==> src/sv/spq_pkg.sv <==
// shared types and constants of the sorted insert priority queue
// no dependencies
package spq_pkg;

  localparam int DEPTH_DEF = 16;
  localparam int ID_W      = 16;
  localparam int PRI_W     = 8;
  localparam int OCC_W     = 5;

  // request action codes
  localparam logic ACT_INSERT = 1'b0;
  localparam logic ACT_REMOVE = 1'b1;

  // result status codes
  typedef enum logic [1:0] {
    ST_DONE  = 2'd0,
    ST_FULL  = 2'd1,
    ST_EMPTY = 2'd2
  } status_t;

  // controller states
  typedef enum logic {
    S_IDLE,
    S_EXEC
  } state_t;

  // datapath operations issued by the controller
  typedef enum logic [2:0] {
    OP_NONE,
    OP_LOAD,
    OP_INSERT,
    OP_REMOVE,
    OP_REJ_FULL,
    OP_REJ_EMPTY
  } op_t;

  typedef struct packed {
    op_t op;
  } dp_cmd_t;

  typedef struct packed {
    logic action;
    logic full;
    logic empty;
  } dp_stat_t;

endpackage

==> src/sv/spq_datapath.sv <==
// request registers, sorted row of job cells and result registers
// depends on spq_pkg
module spq_datapath
  import spq_pkg::*;
#(
  parameter int DEPTH = DEPTH_DEF
) (
  input  logic             clk,
  input  logic             rst_n,
  input  dp_cmd_t          cmd,
  output dp_stat_t         stat,
  input  logic             in_action,
  input  logic [ID_W-1:0]  in_job_id,
  input  logic [PRI_W-1:0] in_job_priority,
  output logic             out_strobe,
  output logic [1:0]       out_status,
  output logic             out_valid,
  output logic [ID_W-1:0]  out_id,
  output logic [PRI_W-1:0] out_priority,
  output logic [OCC_W-1:0] out_occupancy
);

  localparam int CW = $clog2(DEPTH + 1);

  // captured request
  logic             act_r, act_nxt;
  logic [ID_W-1:0]  id_r, id_nxt;
  logic [PRI_W-1:0] pri_r, pri_nxt;

  // job cells, head at index 0
  logic [ID_W-1:0]  ids_r  [DEPTH];
  logic [PRI_W-1:0] pris_r [DEPTH];
  logic [ID_W-1:0]  ids_nxt  [DEPTH];
  logic [PRI_W-1:0] pris_nxt [DEPTH];
  logic [ID_W-1:0]  ins_ids  [DEPTH];
  logic [PRI_W-1:0] ins_pris [DEPTH];
  logic [ID_W-1:0]  rem_ids  [DEPTH];
  logic [PRI_W-1:0] rem_pris [DEPTH];
  logic [DEPTH-1:0] gt;

  logic [CW-1:0]    count_r, count_nxt;

  // result registers
  logic             strobe_r, strobe_nxt;
  status_t          status_r, status_nxt;
  logic             valid_r, valid_nxt;
  logic [ID_W-1:0]  oid_r, oid_nxt;
  logic [PRI_W-1:0] opri_r, opri_nxt;

  // status toward the controller
  assign stat.action = act_r;
  assign stat.full   = (count_r == CW'(DEPTH));
  assign stat.empty  = (count_r == '0);

  // per-cell compare and shift, all cells in parallel
  for (genvar k = 0; k < DEPTH; k++) begin : g_cell
    // live cell holding a strictly higher priority keeps its job on insert
    assign gt[k] = (CW'(k) < count_r) && (pris_r[k] > pri_r);

    always_comb begin
      if (gt[k]) begin
        ins_ids[k]  = ids_r[k];
        ins_pris[k] = pris_r[k];
      end else if (k == 0) begin
        ins_ids[k]  = id_r;
        ins_pris[k] = pri_r;
      end else if (gt[(k == 0) ? 0 : k-1]) begin
        ins_ids[k]  = id_r;
        ins_pris[k] = pri_r;
      end else begin
        ins_ids[k]  = ids_r[(k == 0) ? 0 : k-1];
        ins_pris[k] = pris_r[(k == 0) ? 0 : k-1];
      end
    end

    // remove moves every job up by one slot
    if (k < DEPTH - 1) begin : g_up
      assign rem_ids[k]  = ids_r[k+1];
      assign rem_pris[k] = pris_r[k+1];
    end else begin : g_last
      assign rem_ids[k]  = ids_r[k];
      assign rem_pris[k] = pris_r[k];
    end
  end

  // next state of request, cells, count and result
  always_comb begin
    act_nxt    = act_r;
    id_nxt     = id_r;
    pri_nxt    = pri_r;
    ids_nxt    = ids_r;
    pris_nxt   = pris_r;
    count_nxt  = count_r;
    strobe_nxt = 1'b0;
    status_nxt = status_r;
    valid_nxt  = valid_r;
    oid_nxt    = oid_r;
    opri_nxt   = opri_r;
    case (cmd.op)
      OP_LOAD: begin
        act_nxt = in_action;
        id_nxt  = in_job_id;
        pri_nxt = in_job_priority;
      end
      OP_INSERT: begin
        ids_nxt    = ins_ids;
        pris_nxt   = ins_pris;
        count_nxt  = count_r + CW'(1);
        strobe_nxt = 1'b1;
        status_nxt = ST_DONE;
        valid_nxt  = 1'b0;
        oid_nxt    = '0;
        opri_nxt   = '0;
      end
      OP_REMOVE: begin
        ids_nxt    = rem_ids;
        pris_nxt   = rem_pris;
        count_nxt  = count_r - CW'(1);
        strobe_nxt = 1'b1;
        status_nxt = ST_DONE;
        valid_nxt  = 1'b1;
        oid_nxt    = ids_r[0];
        opri_nxt   = pris_r[0];
      end
      OP_REJ_FULL: begin
        strobe_nxt = 1'b1;
        status_nxt = ST_FULL;
        valid_nxt  = 1'b0;
        oid_nxt    = '0;
        opri_nxt   = '0;
      end
      OP_REJ_EMPTY: begin
        strobe_nxt = 1'b1;
        status_nxt = ST_EMPTY;
        valid_nxt  = 1'b0;
        oid_nxt    = '0;
        opri_nxt   = '0;
      end
      default: begin
      end
    endcase
  end

  // control registers
  always_ff @(posedge clk) begin
    if (!rst_n) begin
      count_r  <= '0;
      strobe_r <= 1'b0;
    end else begin
      count_r  <= count_nxt;
      strobe_r <= strobe_nxt;
    end
  end

  // payload registers
  always_ff @(posedge clk) begin
    act_r    <= act_nxt;
    id_r     <= id_nxt;
    pri_r    <= pri_nxt;
    ids_r    <= ids_nxt;
    pris_r   <= pris_nxt;
    status_r <= status_nxt;
    valid_r  <= valid_nxt;
    oid_r    <= oid_nxt;
    opri_r   <= opri_nxt;
  end

  assign out_strobe    = strobe_r;
  assign out_status    = status_r;
  assign out_valid     = valid_r;
  assign out_id        = oid_r;
  assign out_priority  = opri_r;
  assign out_occupancy = OCC_W'(count_r);

endmodule

==> src/sv/spq_ctrl.sv <==
// controller state machine: captures a request, then picks the datapath operation
// depends on spq_pkg
module spq_ctrl
  import spq_pkg::*;
(
  input  logic     clk,
  input  logic     rst_n,
  input  logic     start,
  output logic     busy,
  input  dp_stat_t stat,
  output dp_cmd_t  cmd
);

  state_t state_r, state_nxt;

  // state register
  always_ff @(posedge clk) begin
    if (!rst_n) begin
      state_r <= S_IDLE;
    end else begin
      state_r <= state_nxt;
    end
  end

  // next state and commands
  always_comb begin
    state_nxt = state_r;
    cmd.op    = OP_NONE;
    busy      = 1'b0;
    unique case (state_r)
      S_IDLE: begin
        if (start) begin
          cmd.op    = OP_LOAD;
          state_nxt = S_EXEC;
        end
      end
      S_EXEC: begin
        busy      = 1'b1;
        state_nxt = S_IDLE;
        if (stat.action == ACT_INSERT) begin
          cmd.op = stat.full ? OP_REJ_FULL : OP_INSERT;
        end else begin
          cmd.op = stat.empty ? OP_REJ_EMPTY : OP_REMOVE;
        end
      end
      default: begin
        state_nxt = S_IDLE;
      end
    endcase
  end

endmodule

==> src/sv/sorted_insert_priority_queue.sv <==
// Sorted priority queue of (id, priority) jobs, DEPTH deep, highest priority at
// the head; an insert goes ahead of stored jobs of equal or lower priority. A
// transaction is taken when start is high and busy is low. A transaction first
// captures the request; then every job cell compares its priority with the new
// job and shifts in parallel. The result is shown for exactly one cycle with
// out_strobe high, in the cycle after the busy cycle; the receiver cannot stall,
// and a new transaction may start during that strobe cycle. No clearing pass
// after reset.
// depends on spq_pkg, spq_ctrl and spq_datapath
module sorted_insert_priority_queue
  import spq_pkg::*;
#(
  parameter int DEPTH = DEPTH_DEF
) (
  input  logic             clk,
  input  logic             rst_n,
  input  logic             start,
  output logic             busy,
  input  logic             in_action,
  input  logic [ID_W-1:0]  in_job_id,
  input  logic [PRI_W-1:0] in_job_priority,
  output logic             out_strobe,
  output logic [1:0]       out_status,
  output logic             out_valid,
  output logic [ID_W-1:0]  out_id,
  output logic [PRI_W-1:0] out_priority,
  output logic [OCC_W-1:0] out_occupancy
);

  dp_cmd_t  cmd;
  dp_stat_t stat;

  // controller
  spq_ctrl u_ctrl (
    .clk   (clk),
    .rst_n (rst_n),
    .start (start),
    .busy  (busy),
    .stat  (stat),
    .cmd   (cmd)
  );

  // datapath
  spq_datapath #(
    .DEPTH (DEPTH)
  ) u_dp (
    .clk             (clk),
    .rst_n           (rst_n),
    .cmd             (cmd),
    .stat            (stat),
    .in_action       (in_action),
    .in_job_id       (in_job_id),
    .in_job_priority (in_job_priority),
    .out_strobe      (out_strobe),
    .out_status      (out_status),
    .out_valid       (out_valid),
    .out_id          (out_id),
    .out_priority    (out_priority),
    .out_occupancy   (out_occupancy)
  );

endmodule

==> config.mk <==
export PLATFORM = sky130hd
export DESIGN_NAME = sorted_insert_priority_queue
export DESIGN_NICKNAME = d
export VERILOG_FILES = /design/src/sv/spq_pkg.sv /design/src/sv/spq_datapath.sv /design/src/sv/spq_ctrl.sv /design/src/sv/sorted_insert_priority_queue.sv
export SDC_FILE = /design/constraint.sdc
export NUM_CORES = 1
export LEC_CHECK = 0
export BUFFER_PORTS_ARGS = -buffer_cell sky130_fd_sc_hd__clkbuf_2
export CAP_MARGIN = 20
export CORE_ASPECT_RATIO = 1.5
export CORE_MARGIN = 2
export CORE_UTILIZATION = 50
export CTS_BUF_LIST = sky130_fd_sc_hd__clkbuf_2
export CTS_CLUSTER_DIAMETER = 80
export DETAILED_ROUTE_END_ITERATION = 8
export GPL_TIMING_DRIVEN = 0
export PLACE_DENSITY_LB_ADDON = 0.15
export SYNTH_ARGS = -nofsm -noshare
export SYNTH_HDL_FRONTEND = slang
export SYNTH_HIERARCHICAL = 1
export SYNTH_SLANG_ARGS = --single-unit
==> constraint.sdc <==
create_clock -name clk -period 3.05 [get_ports clk]
set_input_delay 0.61 -clock clk [delete_from_list [all_inputs] [get_ports clk]]
set_output_delay 0.61 -clock clk [all_outputs]
set_load 0.01 [all_outputs]
Yosys cells after proc, flatten, opt, wreduce, memory -nomap -nowiden --
Cells that the tools add are included.
Operators by class: add/sub/neg operators 2, order comparisons 32, eq/ne operators 21, muxes and demuxes 78, bitwise logic cells 3, reduce and logical (&&, ||, !) cells 39
Operators with widths (count):
- $pmux W256 S2 | 1
- $mux W16 | 31
- $pmux W128 S2 | 1
- $mux W8 | 31
- $gt A8 B8 Y1 | 16
- $lt A4 B5 Y1 const A | 8
- $pmux W16 S2 | 1
- $ne A2 B2 Y1 const B | 15
- $reduce_and A2 Y1 | 15
- $lt A3 B5 Y1 const A | 4
- $logic_and A1 B1 Y1 | 16
- $pmux W8 S2 | 1
- $lt A1 B5 Y1 const A | 2
- $lt A2 B5 Y1 const A | 2
- $pmux W5 S2 | 1
- $mux W3 | 3
- $eq A3 B2 Y1 const B | 2
- $eq A3 B3 Y1 const B | 2
- $pmux W2 S3 | 1
- $pmux W3 S2 | 1
- $add A5 B1 Y5 const B | 1
- $eq A5 B5 Y1 const B | 1
- $logic_not A5 Y1 | 1
- $sub A5 B1 Y5 const B | 1
- other kinds (10) | 17
Storage, ports and cells: register bits 443, word-level logic and storage cells 217

Longest topological paths before layout --
depth after elaboration 7, mapped depth 13, depth with buffers taken out 10

Cells and area by module --
The synthesis kept the hierarchy.
Modules (own cells, without submodules):
- spq_datapath | times used 1, cells an instance 2236, area each 24916.4 um^2, seq. area each 13212.7 um^2
- spq_ctrl | times used 1, cells an instance 7, area each 61.3 um^2, seq. area each 20.0 um^2

Worst setup path after synthesis --
Ideal clock, no wire load.
kind register to register, start point reg u_dp.pri_r[5], end point reg u_dp/ids_r[100] (netlist bit), enable pin, setup time 382 ps, arrival time 2820 ps, slack -152 ps, cell stages (with the launch flop) 11, buffers on the path 3, period minus slack after synthesis 3202 ps, cell sequence edfxtp_1 > inv_1 > ha_1 > a211o_1 > a21oi_1 > and3_1 > clkbuf_1 > or2_2 > buf_2 > buf_2 > o21a_1
On the way: word-level cells in the longest chain between the ends 4
RTL lines:
- start: declaration | RTL line spq_datapath.sv:28 | logic [PRI_W-1:0] pri_r, pri_nxt;
- start signal: assignment | RTL line spq_datapath.sv:159 | pri_r <= pri_nxt;
- $gt A8 B8 Y1 | RTL line spq_datapath.sv:58 | assign gt[k] = (CW'(k) < count_r) && (pris_r[k] > pri_r);
- $logic_and A1 B1 Y1 | RTL line spq_datapath.sv:58
- $ne A2 B2 Y1 (no source line)
- $reduce_and A2 Y1 (no source line)
- end signal: assignment | RTL line spq_datapath.sv:160 | ids_r <= ids_nxt;
- end: declaration | RTL line spq_datapath.sv:31 | logic [ID_W-1:0] ids_r [DEPTH];
Every way passes these cells. A chain may end at the register's enable or synchronous reset.

Worst setup path after layout --
start point reg u_dp.pri_r[6], end point reg u_dp/ids_r[138] (netlist bit), enable pin
The elaborated chain is that of the path after synthesis.

==> results by stage <==
Status:
- The flow ran to the end, but the final reports show violations.
- The final reports fail on setup timing.

Setup path:
- Data on the critical path is required at its endpoint by 3.88 ns.
- The type of the worst setup path is reg -> reg.
- The sum of buffers and inverters on the critical path is 5.
- The nature of the critical path startpoint is a register.
- Counting stages on the worst path, the most repeated cell is buf_4.
- The register-to-register setup slack is -0.01 ns.
- For this design, the slowest cell found on the critical path is edfxtp_1.
- Data arrives at the worst endpoint at 3.89 ns.
- Walking the worst path, the cells encountered are clkinvlp_4, buf_4, ha_1, and4_1, nand2_1, nand3_2, and2_1, buf_2, buf_6, o21a_4, buf_4.
- The type of destination of the critical path is a register.
- Broken down by cell family, the worst path's largest delay share belongs to buffers and inverters.
- The maximum cell stage delay along the critical path is 0.41 ns.
- Of all nets on the critical path, the largest fanout is 11.

Routing:
- The detailed-route DRC error count is 0.
- The first routing iteration left 1805 violations.
- The count of nets left with antenna violations once routing finished came out at 0.
- After detailed routing, the total wire length is 83.56 mm.
- The final routed wire length divided by cell count is 25.78 µm.
- Using the TritonRoute via totals, the vias-per-cell ratio works out to 6.459.
- The first-pass iteration count of the detailed router is 6.
- For this block, the via count after detailed routing is 20930.

Power:
- The sequential group share of total power is 53.5%.
- The power per cell area is 465.5 nW/µm².
- Combinational cells account for 18.3% of the total power.
- The fraction of power spent switching nets is 30.90%.
- For this design the total switching power over the nets is 4.192 mW.
- Per report_power, the clock group accounts for 28.2% of the total.
- The highest ir drop seen on vdd is 269.8 µV.
- Internal power comes to 9.372 mW.
- Overall power consumption after layout is estimated at 13.56 mW.
- For this design the static power due to leakage is 10.27 nW.

Synth:
- Of the total synthesized cell area, the portion taken by full adders, half adders and majority gates is 6.712%.
- Each instance of the synthesized netlist takes up on average 11.14 µm².
- The number of warnings reported in the yosys synthesis log is 6.
- By area, the combinational part of the netlist is dominated by compound AO/OA/AOI/OAI gates.
- The biggest area contributor in the post-synthesis netlist is edfxtp_1.
- The multiplexer share of the synthesized area is 1.092%.
- The synthesized cell area is 24980 µm².
- Counting flops with an async set or reset pin after synthesis yields a share of 0%.
- The number of enable flip-flop cells after synthesis is 436.
- The top-area cell type share of the netlist area is 52.42%.
- Yosys attributes the largest share of cell area to edfxtp_1 52%, o211ai_1 16%, ha_1 6.7%.
- The synthesized netlist devotes 22.14% of its cell area to compound gates.
- After synthesis the netlist holds a flip-flop and latch count of 443.
- Counting every net in the synthesized netlist gives 2405.
- Of the total synthesized cell area, the portion taken by XOR and XNOR cells is 0.2104%.
- Of the total synthesized cell area, the portion taken by AND, OR, NAND and NOR gates is 12.30%.
- The fraction of the yosys area taken by sequential cells is 52.98%.
- The netlist uses 48 different library cells.
- The synthesized netlist cell count is 2243.
- The commonest register cell after synthesis is edfxtp_1.

Timing:
- The final setup violation count is 2.
- The tightest slew margin relative to the limit is 27.63%.
- Setup repair after global routing could not meet its margin everywhere.
- The final sum of negative setup slack is -0.01855 ns.
- In the post-route analysis, the smallest setup slack over all paths is -0.01379 ns.
- The maximum clock rate is 326.4 MHz.
- The number of pins with negative max-slew slack in the final report was 0.
- The number of hold violations in the final report is 0.
- The part of the cycle the worst path needs is 100.5%.
- The worst hold margin is 0.1825 ns.
- For the final database, setup skew stands at 0.09158 ns.
- Subtracting the final worst setup slack from the clock period gives 3.064 ns.
- The worst-margin pin slew is 1.085 ns.

Clock network:
- TritonCTS created 106 clock buffers.
- The buffer levels on the longest clock path is 3.
- The clock insertion delay at the later pin of the skew report is 1.15 ns.
- The tree is rooted in a clkbuf_2.
- TritonCTS built the clock tree.
- The clock transition at the registers of the reported paths is 0.11 ns.
- The CTS sink count is 443.
- The depth of the CTS H-tree is 3.

Hold path:
- The type of the tightest min-delay check is in -> reg.

Placed design:
- Detailed placement ended at an HPWL of 60.88 mm.
- The number of port buffers is 61.
- The final weighted congestion of routability-driven global placement is 0.9258.
- The worst setup slack before clock tree synthesis is -1.293 ns.
- The number of placed instances with taps included is 2969.
- The area of placed instances is 26190 µm².

Floorplan:
- In this run the core area contains 100 standard-cell rows.
- For this configuration, the core starts out at a cell density of 50.41%.
- The core box area is 49550 µm².
- The die is 277.7 µm tall.
- The top-level I/O count is 62.
- The floorplan step set the die width to 186.5 µm.
- The floorplan step defined a die boundary enclosing 51800 µm².

Global routing:
- The via count of the first global-routing pass is 21660.
- The maximum number of pins on one net before global-route repair is 26.
- The first global-routing pass estimated 124.9 mm of wire.
- The overflow left after global routing is 0.
- In the global route stage, overall resource usage came out at 31.73%.
- The number of antenna violations at the first check in global routing is 2.

Final layout:
- The share of cells above drive strength 1 is 24.24%.
- The finished cells cover 29140 µm².
- Measured on the finished design, the core utilization comes to 58.80%.
- The layout overhead on the synthesized area is 16.65%.
- The final non-filler cell total is 3241.
- The number of nets in the final layout is 2673.
- The top cell types in the final layout, fill and taps aside, are 516 x o211ai_1, 436 x edfxtp_1, 407 x nand2_1.
- After filler insertion, the fill cell instance count of the layout stands at 4218.
- Leaving out fill and tap cells, the most frequent cell in the layout is o211ai_1.

Job:
- The tool flagged a number of max-cap violations equal to 0.
## per-layer routing
layer	up-vias	routed length [µm]	GRT usage, %	share of wire (%)
li1	9455	-	-	-
met1	10110	29090	32.94	35
met2	1066	43130	57.63	52
met3	306	5176	5.415	6.2
met4	0	6162	22.91	7.4
met5	-	0	0	0
## final cells by class
| class | instances | area [µm²] | share of cell area [%] |
|---|---|---|---|
| diodes | 4 | 10.01 | 0.03436 |
| plain buffers | 215 | 1368 | 4.694 |
| clock buffers | 151 | 755.7 | 2.594 |
| clock inverters | 20 | 120.1 | 0.4123 |
| inverters | 32 | 146.4 | 0.5024 |
| multi-input cells | 1559 | 11380 | 39.07 |
| flip-flops and latches | 443 | 13240 | 45.44 |
| well taps | 663 | 829.5 | 2.847 |
| repair buffers | 154 | 1284 | 4.406 |
## Yosys cell counts (13+ instances only)
cell      instances
nand4_1         121
edfxtp_1        436
and3_1           13
a21oi_1          40
a211o_1          17
ha_1            134
o21a_1           26
o221ai_1         14
buf_2            38
and2_1           34
nand2_1         431
o211ai_2         59
inv_1            32
nor2b_1          18
mux2i_1          25
o211ai_1        516
clkbuf_1        161
nor2_1           14
## power groups by stage
stage                     clock network (mW)  registers (mW)  logic [mW]
after floorplan                            0            7.34        1.36
after global placement                     0            7.39        1.96
after detailed placement                   0            7.39        2.05
after CTS                               3.94            7.25        2.34
after global routing                    4.23            7.28        2.66
final                                   3.83            7.26        2.48
## worst reg2reg max path, stage by stage (launching register included)
cell	delay [ns]
edfxtp_1	0.41
clkinvlp_4	0.28
buf_4	0.24
ha_1	0.27
and4_1	0.26
nand2_1	0.15
nand3_2	0.24
and2_1	0.18
buf_2	0.24
buf_6	0.20
o21a_4	0.17
buf_4	0.17
## cells by family after synthesis
family                     count (synthesis)
and+or+nand+nor                          667
adders and majority gates                134
xor gates and xnor gates                   6
AOI/OAI and AO/OA                        705
DFF                                      443
buffers and inverters                    261
muxes                                     27
## final timing paths
check                       start         endpoint  cells after the start
setup / recovery    u_dp/pri_r[6]  u_dp/ids_r[138]                     11
hold / removal          in_action       u_dp/act_r                      2
setup reg to reg    u_dp/pri_r[6]  u_dp/ids_r[138]                     11
hold reg to reg   u_dp/ids_r[241]   u_dp/out_id[1]                      1
## registers in the layout, indices dropped and copies added, names as in the netlist, 2 cells and up
signal,count
u_dp/id_r,16
u_dp/ids_r,256
u_dp/out_id,16
u_dp/pris_r,128
u_dp/out_priority,8
u_dp/out_occupancy,5
u_dp/out_status,2
u_dp/pri_r,8
## timing repair
action,in CTS,in global routing
endpoints found under the setup margin,796,753
setup buffers,51,12
pin swaps,3,11
gates resized for setup,221,172
cloned,17,3
hold buffers,28,0
endpoints found under the hold margin,32,0
(Power assumes the default switching activity.)
